File: src/rtl/bfwa_pkg.sv
// ----------------------------------------------------------------------------
// bfwa_pkg
// Shared constants, types and helpers for the bit field word aligner.
// ----------------------------------------------------------------------------
`default_nettype none

package bfwa_pkg;

    // Word and register widths
    localparam int WORD_W          = 32;
    localparam int SHIFT_W         = 5;
    localparam int FIELD_LEN_W     = 10;
    localparam int CFG_INDEX_W     = 3;
    localparam int MAX_FIELD_BITS_DEF = 512;

    // Register indexes on the configuration port
    localparam logic [CFG_INDEX_W-1:0] REG_DIRECTION      = 3'd0;
    localparam logic [CFG_INDEX_W-1:0] REG_BIT_SHIFT      = 3'd1;
    localparam logic [CFG_INDEX_W-1:0] REG_FIELD_LENGTH   = 3'd2;
    localparam logic [CFG_INDEX_W-1:0] REG_FIRST_DST_WORD = 3'd3;
    localparam logic [CFG_INDEX_W-1:0] REG_LAST_DST_WORD  = 3'd4;

    // Direction codes
    localparam logic DIR_INSERT  = 1'b0;
    localparam logic DIR_EXTRACT = 1'b1;

    // One destination word as held in the output queue
    typedef struct packed {
        logic [WORD_W-1:0] dst_word;
        logic              last_word;
    } out_entry_t;

    // Mask of the n low bits, all ones from 32 upwards
    function automatic logic [WORD_W-1:0] low_mask(input logic [5:0] n);
        logic [WORD_W-1:0] m;
        if (n >= 6'd32)
        begin
            m = '1;
        end
        else
        begin
            m = (32'd1 << n[4:0]) - 32'd1;
        end
        return m;
    endfunction

endpackage

`default_nettype wire

File: src/rtl/bit_field_word_aligner.sv
// ----------------------------------------------------------------------------
// bit_field_word_aligner
// Funnel-shift copy of a bit field between two 32-bit word streams.
// ----------------------------------------------------------------------------
// Output: a destination word enters the output queue when the source word
// that completes it is accepted, and is offered once it heads the queue.
// Throughput: one source word per cycle while in_stall is low; shift and
// merge sit between the carry register and a four-entry output queue, which
// may take two words. Reset: registers return to their defaults, the
// transfer goes idle and the output queue empties.
`default_nettype none

module bit_field_word_aligner #(
    parameter int MAX_FIELD_BITS = bfwa_pkg::MAX_FIELD_BITS_DEF
) (
    input  wire logic                                 clk,
    input  wire logic                                 rst_n,
    // configuration write channel
    input  wire logic                                 cfg_valid,
    output logic                                      cfg_ready,
    input  wire logic [bfwa_pkg::CFG_INDEX_W-1:0]     cfg_index,
    input  wire logic [bfwa_pkg::WORD_W-1:0]          cfg_data,
    // source word channel
    input  wire logic                                 in_valid,
    output logic                                      in_stall,
    input  wire logic [bfwa_pkg::WORD_W-1:0]          src_word,
    // destination word channel
    output logic                                      out_valid,
    input  wire logic                                 out_stall,
    output logic [bfwa_pkg::WORD_W-1:0]               dst_word,
    output logic                                      last_word
);

    localparam int W      = bfwa_pkg::WORD_W;
    localparam int LEN_W  = $clog2(MAX_FIELD_BITS + W) + 1;
    localparam int SAT_W  = ((LEN_W > bfwa_pkg::FIELD_LEN_W) ? LEN_W
                                                             : bfwa_pkg::FIELD_LEN_W) + 1;
    localparam int Q_DEPTH = 4;
    localparam int PTR_W   = $clog2(Q_DEPTH);
    localparam int CNT_W   = PTR_W + 1;

    // configuration registers
    logic                                 direction_reg;
    logic [bfwa_pkg::SHIFT_W-1:0]         bit_shift_reg;
    logic [bfwa_pkg::FIELD_LEN_W-1:0]     field_length_reg;
    logic [W-1:0]                         first_dst_word_reg;
    logic [W-1:0]                         last_dst_word_reg;

    // transfer state
    logic [W-1:0]      carry_bits_reg, carry_bits_next;
    logic [LEN_W-1:0]  bits_left_reg, bits_left_next;
    logic              have_previous_reg, have_previous_next;

    // output queue
    bfwa_pkg::out_entry_t queue_reg [Q_DEPTH];
    logic [PTR_W-1:0]  wr_ptr_reg, rd_ptr_reg;
    logic [CNT_W-1:0]  count_reg;

    logic              cfg_write;
    logic              in_accept;
    logic              out_accept;
    logic              push0, push1;
    bfwa_pkg::out_entry_t entry0, entry1;

    // handshakes
    assign cfg_ready  = 1'b1;
    assign cfg_write  = cfg_valid && cfg_ready &&
                        (cfg_index == bfwa_pkg::REG_DIRECTION ||
                         cfg_index == bfwa_pkg::REG_BIT_SHIFT ||
                         cfg_index == bfwa_pkg::REG_FIELD_LENGTH ||
                         cfg_index == bfwa_pkg::REG_FIRST_DST_WORD ||
                         cfg_index == bfwa_pkg::REG_LAST_DST_WORD);
    assign in_stall   = (count_reg > CNT_W'(Q_DEPTH - 2));
    assign in_accept  = in_valid && !in_stall;
    assign out_valid  = (count_reg != '0);
    assign out_accept = out_valid && !out_stall;
    assign dst_word   = queue_reg[rd_ptr_reg].dst_word;
    assign last_word  = queue_reg[rd_ptr_reg].last_word;

    // configuration registers
    always_ff @(posedge clk or negedge rst_n)
    begin
        if (!rst_n)
        begin
            direction_reg      <= bfwa_pkg::DIR_INSERT;
            bit_shift_reg      <= '0;
            field_length_reg   <= bfwa_pkg::FIELD_LEN_W'(1);
            first_dst_word_reg <= '0;
            last_dst_word_reg  <= '0;
        end
        else if (cfg_valid && cfg_ready)
        begin
            case (cfg_index)
                bfwa_pkg::REG_DIRECTION:      direction_reg      <= cfg_data[0];
                bfwa_pkg::REG_BIT_SHIFT:      bit_shift_reg      <= cfg_data[4:0];
                bfwa_pkg::REG_FIELD_LENGTH:   field_length_reg   <= cfg_data[9:0];
                bfwa_pkg::REG_FIRST_DST_WORD: first_dst_word_reg <= cfg_data;
                bfwa_pkg::REG_LAST_DST_WORD:  last_dst_word_reg  <= cfg_data;
                default: ;
            endcase
        end
    end

    // shift, merge and next state for one source word
    always_comb
    begin
        logic [SAT_W-1:0]  len_sat;
        logic [LEN_W-1:0]  eff_len;
        logic [LEN_W-1:0]  span;
        logic [LEN_W-1:0]  sh_ext;
        logic              prev;
        logic [W-1:0]      carry;
        logic [W-1:0]      s_m;
        logic [W-1:0]      base;
        logic [2*W-1:0]    ins_wide;
        logic [2*W-1:0]    ext_wide;
        logic [W-1:0]      s_shr;
        logic [W-1:0]      mask;
        logic [5:0]        tail_bits;

        // effective length: zero counts as one, large values saturate
        len_sat = SAT_W'(field_length_reg);
        if (len_sat == '0)
        begin
            len_sat = SAT_W'(1);
        end
        if (len_sat > SAT_W'(MAX_FIELD_BITS))
        begin
            len_sat = SAT_W'(MAX_FIELD_BITS);
        end
        eff_len = len_sat[LEN_W-1:0];
        sh_ext  = LEN_W'(bit_shift_reg);

        // a transfer starts on a word taken while idle
        if (bits_left_reg == '0)
        begin
            prev  = 1'b0;
            carry = '0;
            span  = (direction_reg == bfwa_pkg::DIR_EXTRACT) ? (sh_ext + eff_len) : eff_len;
        end
        else
        begin
            prev  = have_previous_reg;
            carry = carry_bits_reg;
            span  = bits_left_reg;
        end

        carry_bits_next    = carry_bits_reg;
        bits_left_next     = bits_left_reg;
        have_previous_next = have_previous_reg;
        push0  = 1'b0;
        push1  = 1'b0;
        mask   = '0;
        entry0 = '{dst_word: '0, last_word: 1'b0};
        entry1 = '{dst_word: '0, last_word: 1'b0};

        // insert datapath
        s_m = src_word;
        if (span < LEN_W'(W))
        begin
            s_m = src_word & bfwa_pkg::low_mask(span[5:0]);
        end
        base     = prev ? carry : ((bit_shift_reg != '0) ? first_dst_word_reg : '0);
        ins_wide = {{W{1'b0}}, s_m} << bit_shift_reg;

        // extract datapath
        ext_wide  = {src_word, carry} >> bit_shift_reg;
        s_shr     = src_word >> bit_shift_reg;
        tail_bits = 6'(span - sh_ext);

        if (in_accept)
        begin
            case (direction_reg)
                bfwa_pkg::DIR_INSERT:
                begin
                    push0 = 1'b1;
                    entry0.dst_word = base | ins_wide[W-1:0];
                    if (span <= LEN_W'(W))
                    begin
                        // final source word, spill may need its own word
                        push1 = (sh_ext + span) > LEN_W'(W);
                        entry0.last_word = !push1;
                        entry1 = '{dst_word: ins_wide[2*W-1:W], last_word: 1'b1};
                        carry_bits_next    = '0;
                        bits_left_next     = '0;
                        have_previous_next = 1'b0;
                    end
                    else
                    begin
                        carry_bits_next    = ins_wide[2*W-1:W];
                        bits_left_next     = span - LEN_W'(W);
                        have_previous_next = 1'b1;
                    end
                end
                default:
                begin
                    if (!prev)
                    begin
                        if (span <= LEN_W'(W))
                        begin
                            mask = bfwa_pkg::low_mask(tail_bits);
                            push0  = 1'b1;
                            entry0 = '{dst_word: (last_dst_word_reg & ~mask) | (s_shr & mask),
                                       last_word: 1'b1};
                            carry_bits_next    = '0;
                            bits_left_next     = '0;
                            have_previous_next = 1'b0;
                        end
                        else
                        begin
                            carry_bits_next    = src_word;
                            bits_left_next     = span - LEN_W'(W);
                            have_previous_next = 1'b1;
                        end
                    end
                    else if (span <= sh_ext)
                    begin
                        // the joined word is the final one
                        mask = bfwa_pkg::low_mask(6'(span + LEN_W'(W) - sh_ext));
                        push0  = 1'b1;
                        entry0 = '{dst_word: (last_dst_word_reg & ~mask)
                                             | (ext_wide[W-1:0] & mask),
                                   last_word: 1'b1};
                        carry_bits_next    = '0;
                        bits_left_next     = '0;
                        have_previous_next = 1'b0;
                    end
                    else
                    begin
                        push0  = 1'b1;
                        entry0 = '{dst_word: ext_wide[W-1:0], last_word: 1'b0};
                        if (span <= LEN_W'(W))
                        begin
                            mask = bfwa_pkg::low_mask(tail_bits);
                            push1  = 1'b1;
                            entry1 = '{dst_word: (last_dst_word_reg & ~mask) | (s_shr & mask),
                                       last_word: 1'b1};
                            carry_bits_next    = '0;
                            bits_left_next     = '0;
                            have_previous_next = 1'b0;
                        end
                        else
                        begin
                            carry_bits_next = src_word;
                            bits_left_next  = span - LEN_W'(W);
                        end
                    end
                end
            endcase
        end
    end

    // transfer state; a register write drops any transfer in progress
    always_ff @(posedge clk or negedge rst_n)
    begin
        if (!rst_n)
        begin
            carry_bits_reg    <= '0;
            bits_left_reg     <= '0;
            have_previous_reg <= 1'b0;
        end
        else if (cfg_write)
        begin
            carry_bits_reg    <= '0;
            bits_left_reg     <= '0;
            have_previous_reg <= 1'b0;
        end
        else
        begin
            carry_bits_reg    <= carry_bits_next;
            bits_left_reg     <= bits_left_next;
            have_previous_reg <= have_previous_next;
        end
    end

    // output queue storage
    always_ff @(posedge clk)
    begin
        if (push0)
        begin
            queue_reg[wr_ptr_reg] <= entry0;
        end
        if (push1)
        begin
            queue_reg[wr_ptr_reg + PTR_W'(1)] <= entry1;
        end
    end

    // output queue pointers
    always_ff @(posedge clk or negedge rst_n)
    begin
        if (!rst_n)
        begin
            wr_ptr_reg <= '0;
            rd_ptr_reg <= '0;
            count_reg  <= '0;
        end
        else
        begin
            wr_ptr_reg <= wr_ptr_reg + PTR_W'(push0) + PTR_W'(push1);
            rd_ptr_reg <= rd_ptr_reg + PTR_W'(out_accept);
            count_reg  <= count_reg + CNT_W'(push0) + CNT_W'(push1) - CNT_W'(out_accept);
        end
    end

    // checks
    a_queue_bound: assert property (@(posedge clk) disable iff (!rst_n)
        count_reg <= CNT_W'(Q_DEPTH))
        else $error("output queue count beyond depth");

    a_span_bound: assert property (@(posedge clk) disable iff (!rst_n)
        bits_left_reg <= LEN_W'(MAX_FIELD_BITS + W - 1))
        else $error("remaining span beyond largest field");

    a_prev_busy: assert property (@(posedge clk) disable iff (!rst_n)
        have_previous_reg |-> (bits_left_reg != '0))
        else $error("carry marked valid while idle");

    a_last_idle: assert property (@(posedge clk) disable iff (!rst_n)
        (push0 && entry0.last_word) || push1 |=> (bits_left_reg == '0))
        else $error("transfer not idle after its final word");

endmodule

`default_nettype wire
File: config.mk
export PLATFORM = sky130hd
export DESIGN_NAME = bit_field_word_aligner
export DESIGN_NICKNAME = d
export VERILOG_FILES = /design/src/rtl/bfwa_pkg.sv /design/src/rtl/bit_field_word_aligner.sv
export SDC_FILE = /design/constraint.sdc
export NUM_CORES = 1
export LEC_CHECK = 0
export BUFFER_PORTS_ARGS = -buffer_cell sky130_fd_sc_hd__buf_4
export CORE_ASPECT_RATIO = 1.75
export CORE_MARGIN = 4
export CORE_UTILIZATION = 42
export DETAILED_ROUTE_END_ITERATION = 6
export HOLD_SLACK_MARGIN = 0.06
export PLACE_DENSITY = 0.59
export SYNTH_ARGS = -nofsm -noshare
export SYNTH_HDL_FRONTEND = slang
export SYNTH_SLANG_ARGS = --single-unit
File: constraint.sdc
create_clock -name clk -period 8.02 [get_ports clk]
set_input_delay 1.203 -clock clk [delete_from_list [all_inputs] [get_ports clk]]
set_output_delay 1.203 -clock clk [all_outputs]
set_load 0.01 [all_outputs]
Word level (Yosys, flattened, before mapping)

Memory sizes are Yosys's and may differ from the RTL's.
Index checks and enable logic that the tools add are counted.
W data, S select, Z words.

$add $sub $neg: 16
Magnitude comparators: 9
Eq/ne operators: 5
Shift operators: 6
Muxes and demuxes: 70
Bitwise operators: 14
Reduce and logical (&&, ||, !) cells: 22

Operators with widths:

| operator                | number |
|---|---|
| $mux W32                | 27 |
| $mux W33                | 11 |
| $and A32 B32 Y32        | 7 |
| $or A32 B32 Y32         | 4 |
| $mux W11                | 9 |
| $not A32 Y32            | 3 |
| $shl A1 B5 Y32 const A  | 3 |
| $sub A32 B1 Y32 const B | 3 |
| $shl A32 B5 Y64         | 1 |
| $shr A64 B5 Y32         | 1 |
| $shr A32 B5 Y32         | 1 |
| $add A5 B11 Y11         | 2 |
| $mux W1                 | 22 |
| $ge A6 B6 Y1 const B    | 3 |
| $gt A12 B10 Y1 const B  | 1 |
| $reduce_and A2 Y1       | 6 |
| $sub A6 B5 Y6           | 2 |
| $gt A11 B6 Y1 const B   | 1 |
| $le A11 B5 Y1           | 1 |
| $le A11 B6 Y1 const B   | 1 |
| $logic_not A11 Y1       | 1 |
| $lt A11 B6 Y1 const B   | 1 |
| $sub A11 B6 Y11 const B | 1 |
| $logic_not A10 Y1       | 1 |
| 18 further kinds        | 29 |

Flip-flop bits (word level): 131
Bits in writable memories: 132
Input port bits: 72
Output and inout bits: 36
Memories kept: 1

Memory list:

| memory    | depth | bits a word | read ports | clocked after memory_dff | write ports | line                         | text |
|---|---|---|---|---|---|---|---|
| queue_reg | 4     | 33          | 1          | 0                        | 2           | bit_field_word_aligner.sv:55 | `bfwa_pkg::out_entry_t queue_reg [Q_DEPTH];` |

Depth between registers and ports, before layout

Gate-level depths: netlist (run 1).

Depth in word-level cells: 24
Depth in mapped cells: 32
Depth with buffers taken out: 29

Worst setup path before layout (run 1)

Ideal clock, no wire load.

Kind: reg-to-reg
Start point: reg bit_shift_reg[1] (netlist name)
End point: mem queue_reg[0][0] (netlist name) (enable)
Library setup time: 473 ps
Arrival time: 7085 ps
Data required time: 7547 ps
Setup slack: 462 ps
Stages on the path, launching flop included: 18
Period minus slack after synthesis: 7558 ps
Cells stage by stage: dfrtp_1 > clkbuf_1 > clkbuf_1 > inv_2 > clkbuf_1 > clkbuf_1 > clkbuf_1 > fa_1 > xnor2_1 > mux2_2 > a21o_1 > buf_4 > a21oi_1 > a31oi_1 > nor4_2 > clkbuf_1 > o21ai_0 > o31ai_1

RTL lines:

| what                   | line                         | text |
|---|---|---|
| start, declared        | bit_field_word_aligner.sv:44 | `logic [bfwa_pkg::SHIFT_W-1:0] bit_shift_reg;` |
| start signal, assigned | bit_field_word_aligner.sv:95 | `bfwa_pkg::REG_BIT_SHIFT: bit_shift_reg <= cfg_data[4:0];` |
| end, declared          | bit_field_word_aligner.sv:55 |  |

==> results.cfg, run 1 <==
[global_route]
antenna_found_initial = 11
gr-total-overflow = 0
grt_pass1_wl_um = 198000
grt_usage_pct = 44.5
grt_max_degree = 113
first_global_vias = 25600

[final_layout]
fillCellCount = 5641
syn_to_final_growth_pct = 12.9
final_common_cell = nand2_1
fin_nets = 2976
mostFrequentLayoutCells = 338 x nand2_1, 273 x buf_4, 247 x nor2_1
largest_reg_flops = 132
drive_gt1_share_pct = 22.5

[placement]
dp.final_hpwl_um = 110000
gp_congestion = 1.07
port-buffer-count = 106
post-place-ws_ps = 266

[synthesis]
ys_ff_latch = 263
async_flop_share_pct = 49.8
synthesis.nets = 2904
syn_area_sq_um = 24600
ys_warn_count = 0
syn_area_per_cell_sq_um = 8.81
synth_flop_cell = edfxtp_1
syn_inst = 2794
ys_seq_area_share_pct = 29.4
yosysUniqueCellTypes = 111
synth-edff-count = 132

[timing]
finalCritPeriodShare_pct = 96.7
fin_ws_ps = 264
skew_ps = 18.1
fmax_mhz = 129
rsz0062_at_grt = no
setup-tns-final_ps = 0
maxSlewHeadroom_pct = 16.4
hold_viol = 0
report.final.slew_viol_count = 0
period_needed_ps = 7760
worstMarginPinSlew_ps = 1250
setup_viol = 0

[setup_path]
required_ps = 8340
reg2reg_from = field_length_reg[5]
slowest_delay_ps = 750
critPathKind = flip-flop to flip-flop
critPathMaxFanout = 24
start_kind = flip-flop
r2r_slack_ps = 260
crit_start = field_length_reg[5]
cp-end-kind = flip-flop
crit_family = compound AO/OA/AOI/OAI gates
r2r_end = queue_reg[3][19]
crit_cells = 29
cp_common_cell = nor2_1
cpMaxStageDelayCell = mux2i_1
arrival_ps = 8080
crit_buf_inv = 6
cp-endpoint = queue_reg[3][19]
worstRegToRegCells = 29

[drt]
wirelength_um = 143000
dr.pass1.iters = 7
drtAntennaViolNets = 0
vias_per_cell = 7.22
drc = 23
wire_per_inst_um = 39.2
drt_iter0_drc = 3422
vias = 26400

[run_status]
failed_checks = DRC
status = finished with violations

[run]
cap_viol_max_count = 0

[clock_tree]
clk_latency_ps = 600
hold_buffers = 0
clk_pin_slew_ps = 70
cts_made_buffers = 27
clockBufferDepth = 3
h-tree-depth = 1
cts_resized = 0
cts_tree = built
cts_setup_buffers = 0
clkSinkCount = 263
cts-root-buf = clkbuf_16

[floorplanning]
start_util_pct = 42.3
die_x_um = 191
rows = 117
die_h_um = 328
core_sq_um = 58100
die_area_sq_um = 62700
io_pins = 108

[worst_hold_path]
whs_path_depth = 2
min_path_type = flip-flop to flip-flop
## stage by stage
| stage | cell area [sq um] | utilization (%) | hold slack [ps] | std cells |
|---|---|---|---|---|
| after detailed placement | 26900 | 46.2 | 499 | 3610 |
| after global routing | 27800 | 47.8 | 532 | 3660 |
| after global placement | 26900 | 46.2 | 487 | 3610 |
| final | 27800 | 47.8 | 516 | 3661 |
| after CTS | 27700 | 47.7 | 517 | 3660 |
| after floorplan | 24600 | - | 461 | 2794 |
## tightest hold or removal path: stages, from the launching register on
cell and delay, ps:
dfrtp_1 370, nand2_1 60, nand2_1 60
## cells by family after synthesis
logic type                 share of synthesized area (%)
and+or+nand+nor                                     17.3
xor gates and xnor gates                           0.747
muxes                                               21.6
DFF                                                 29.4
AOI/OAI and AO/OA                                   23.9
other                                             0.0152
adders and majority gates                           2.24
buffers and inverters                               4.73
## metal layers
layer / vias to the layer above / track usage (%) / wire length [um]
li1: 10800 / - / -
met5: - / 0 / 95
met4: 8 / 44.1 / 19200
met3: 734 / 9.94 / 14000
met2: 2073 / 70.1 / 64100
met1: 12800 / 48.1 / 45900
## Yosys cell counts, types with 16 or more instances
cell type  count  area share (%)
a211oi_1      62             1.9
a21o_1        18            0.55
a21oi_1      161             3.3
a221oi_1      16            0.57
a22oi_1       29            0.88
a31oi_1       52             1.3
and2_1        22            0.56
and3_1        38            0.97
buf_1         29            0.44
buf_2         33            0.67
clkbuf_1     165             2.5
dfrtp_1      130              13
edfxtp_1     132              16
ha_1          28             1.4
inv_1         48            0.73
mux2_2       147             6.7
mux2i_1      178             7.2
mux4_2        82             7.5
nand2_1      340             5.2
nand2b_1      23            0.58
nand3_1       75             1.5
nor2_1       250             3.8
nor2b_1       27            0.69
nor3_1        65             1.3
o211ai_1      43             1.3
o21ai_0      150             3.1
o221ai_1      30             1.1
o22ai_1       39            0.99
o31ai_1       26            0.79
## final cells by class
cell class                 instances  area [sq um]  share of cell area (%)
clock buffer                      32           716                    2.58
inverter                          54           204                   0.734
sequential                       263          7260                    26.1
tap                              773           967                    3.48
timing repair buffer             278          2140                    7.71
clock inverter                    18           144                   0.518
multi-input combinational       2242         16300                    58.8
antenna                            1          2.50                 0.00901
## how the worst min path moves through the flow
stage / from / end / slack [ps]
finish: have_previous_reg / have_previous_reg / 520
global route: first_dst_word_reg[2] / first_dst_word_reg[2] / 530
CTS: first_dst_word_reg[7] / first_dst_word_reg[7] / 520
detailed placement: first_dst_word_reg[22] / first_dst_word_reg[22] / 500
global placement: first_dst_word_reg[13] / first_dst_word_reg[13] / 490
floorplan: have_previous_reg / have_previous_reg / 460
Power of run 1 is not shown: default switching activity piles up to over one toggle a cycle in this logic, so the estimate is an artifact.
==> run 2: changes to the inputs <==
--- a/config.mk
+++ b/config.mk
@@ -5,7 +5,8 @@
 export SDC_FILE = /design/constraint.sdc
 export NUM_CORES = 1
 export LEC_CHECK = 0
-export BUFFER_PORTS_ARGS = -buffer_cell sky130_fd_sc_hd__buf_4
+export BUFFER_PORTS_ARGS = -buffer_cell sky130_fd_sc_hd__clkbuf_2
+export CAP_MARGIN = 25
 export CORE_ASPECT_RATIO = 1.75
 export CORE_MARGIN = 4
 export CORE_UTILIZATION = 42
==> run 2 against run 1 <==
Worst setup slack gained 150 ps. Wire length is essentially flat. Non-clock buffer count grew 19. Global-route usage grew 0.24 points. Maximum frequency grew 1.9%. The flow now finishes without violations. Flip-flop and latch count is the same. Clock skew grew 0.61 ps.
==> results.cfg, run 2 (synthesis gave the netlist of run 1 again) <==
[setup_path]
r2r_end = queue_reg[2][6]
r2r_slack_ps = 410
required_ps = 8330
cp-endpoint = queue_reg[2][6]
start_kind = flip-flop
reg2reg_from = field_length_reg[5]
cpMaxStageDelayCell = or4_4
arrival_ps = 7920
critPathKind = flip-flop to flip-flop
worstRegToRegCells = 28
crit_start = field_length_reg[5]
cp-end-kind = flip-flop
critPathMaxFanout = 16
slowest_delay_ps = 590

[global_route]
antenna_found_initial = 6
met1_usage_pct = 47.9
grt_pass1_wl_um = 199000
first_global_vias = 25700
grtUsageMet2_pct = 70.7
gr-total-overflow = 0
busiest_layer = met2
grt_max_degree = 84
use_met3_pct = 9.55
grt_usage_pct = 44.8

[clock_tree]
cts_made_buffers = 28
cts-root-buf = clkbuf_16
h-tree-depth = 1
clk_pin_slew_ps = 70
hold_buffers = 0
cts_tree = built
clockBufferDepth = 3
clk_latency_ps = 600
cts_setup_buffers = 0
cts_resized = 0
clkSinkCount = 263

[timing]
fmax_mhz = 131
skew_ps = 18.7
period_needed_ps = 7610
maxSlewHeadroom_pct = 16.9
setup-tns-final_ps = 0
finalCritPeriodShare_pct = 94.9
report.final.slew_viol_count = 0
rsz0062_at_grt = no
setup_viol = 0
hold_viol = 0
worstMarginPinSlew_ps = 1230

[final_layout]
final_common_cell = nand2_1
largest_reg_flops = 132
fin_nets = 2996
drive_gt1_share_pct = 22.7
mostFrequentLayoutCells = 339 x nand2_1, 247 x nor2_1, 180 x buf_4
syn_to_final_growth_pct = 12.8

[drt]
vias = 26400
drt_iter0_drc = 3499
drtAntennaViolNets = 0
wirelength_um = 143000
drc = 0
wire_per_inst_um = 39.0
dr.pass1.iters = 6
vias_per_cell = 7.16

[floorplanning]
die_h_um = 328
rows = 117
start_util_pct = 42.3
core_sq_um = 58100
io_pins = 108
die_x_um = 191
die_area_sq_um = 62700

[worst_hold_path]
hp-start = first_dst_word_reg[8]
min_path_type = flip-flop to flip-flop

[run]
cap_viol_max_count = 0

[placement]
gp_congestion = 1.11
dp.final_hpwl_um = 111000
port-buffer-count = 106

[run_status]
status = finished, final reports clean
==> run 2: cell count changes in the layout (fill, tap and decap cells not counted), moves of 3 or more <==
cell | previous run | this run
bufinv_16 | 1 | 4
buf_12 | 4 | 8
buf_4 | 273 | 180
clkbuf_2 | 0 | 105
clkinv_2 | 6 | 2
inv_6 | 4 | 1
clkbuf_1 | 4 | 9
==> run 2: worst min-delay path by stage <==
stage / endpoint / slack (ps) / cells after the start
4_1_cts: first_dst_word_reg[8] / 510 / 1
5_1_grt: first_dst_word_reg[1] / 520 / 1
6_report: first_dst_word_reg[8] / 510 / 1
3_3_place_gp: first_dst_word_reg[8] / 490 / 1
3_5_place_dp: first_dst_word_reg[8] / 500 / 1
2_1_floorplan: have_previous_reg / 460 / 2
==> run 2: worst max-delay path, delay by kind of cell, from the launching register on <==
kind,cells,cell delay (ps)
AO/OA/AOI/OAI,6,1810
XOR/XNOR,1,250
AND/OR/NAND/NOR,10,2030
multiplexers,2,680
buffers and inverters,5,730
flip-flops,1,460
adder cells (fa/ha/maj),4,1370
==> run 2: stage by stage <==
step	hold slack [ps]	utilization, %	setup slack [ps]	cells	cell area [sq um]
after floorplan	461	-	462	2794	24600
after global routing	521	47.8	21.2	3677	27800
final	511	47.8	411	3680	27800
after global placement	492	46.1	483	3625	26800
after CTS	511	47.7	285	3674	27700
after detailed placement	495	46.1	339	3626	26800
==> run 2: final cells by class <==
class | count | area, sq um
repair buffers | 297 | 2070
well taps | 773 | 967
diodes | 3 | 7.51
multi-input cells | 2242 | 16300
clock buffers | 39 | 773
flip-flops and latches | 263 | 7260
clock inverters | 9 | 155
inverters | 54 | 204
fillers | 5698 | 30400
==> run 2: metal layers <==
metal	up-vias	share of wire, %
li1	10900	-
met1	12900	33
met2	1881	45
met3	676	8.4
met4	2	14
met5	-	0.0098
Power of run 2 is left out for the same reason.
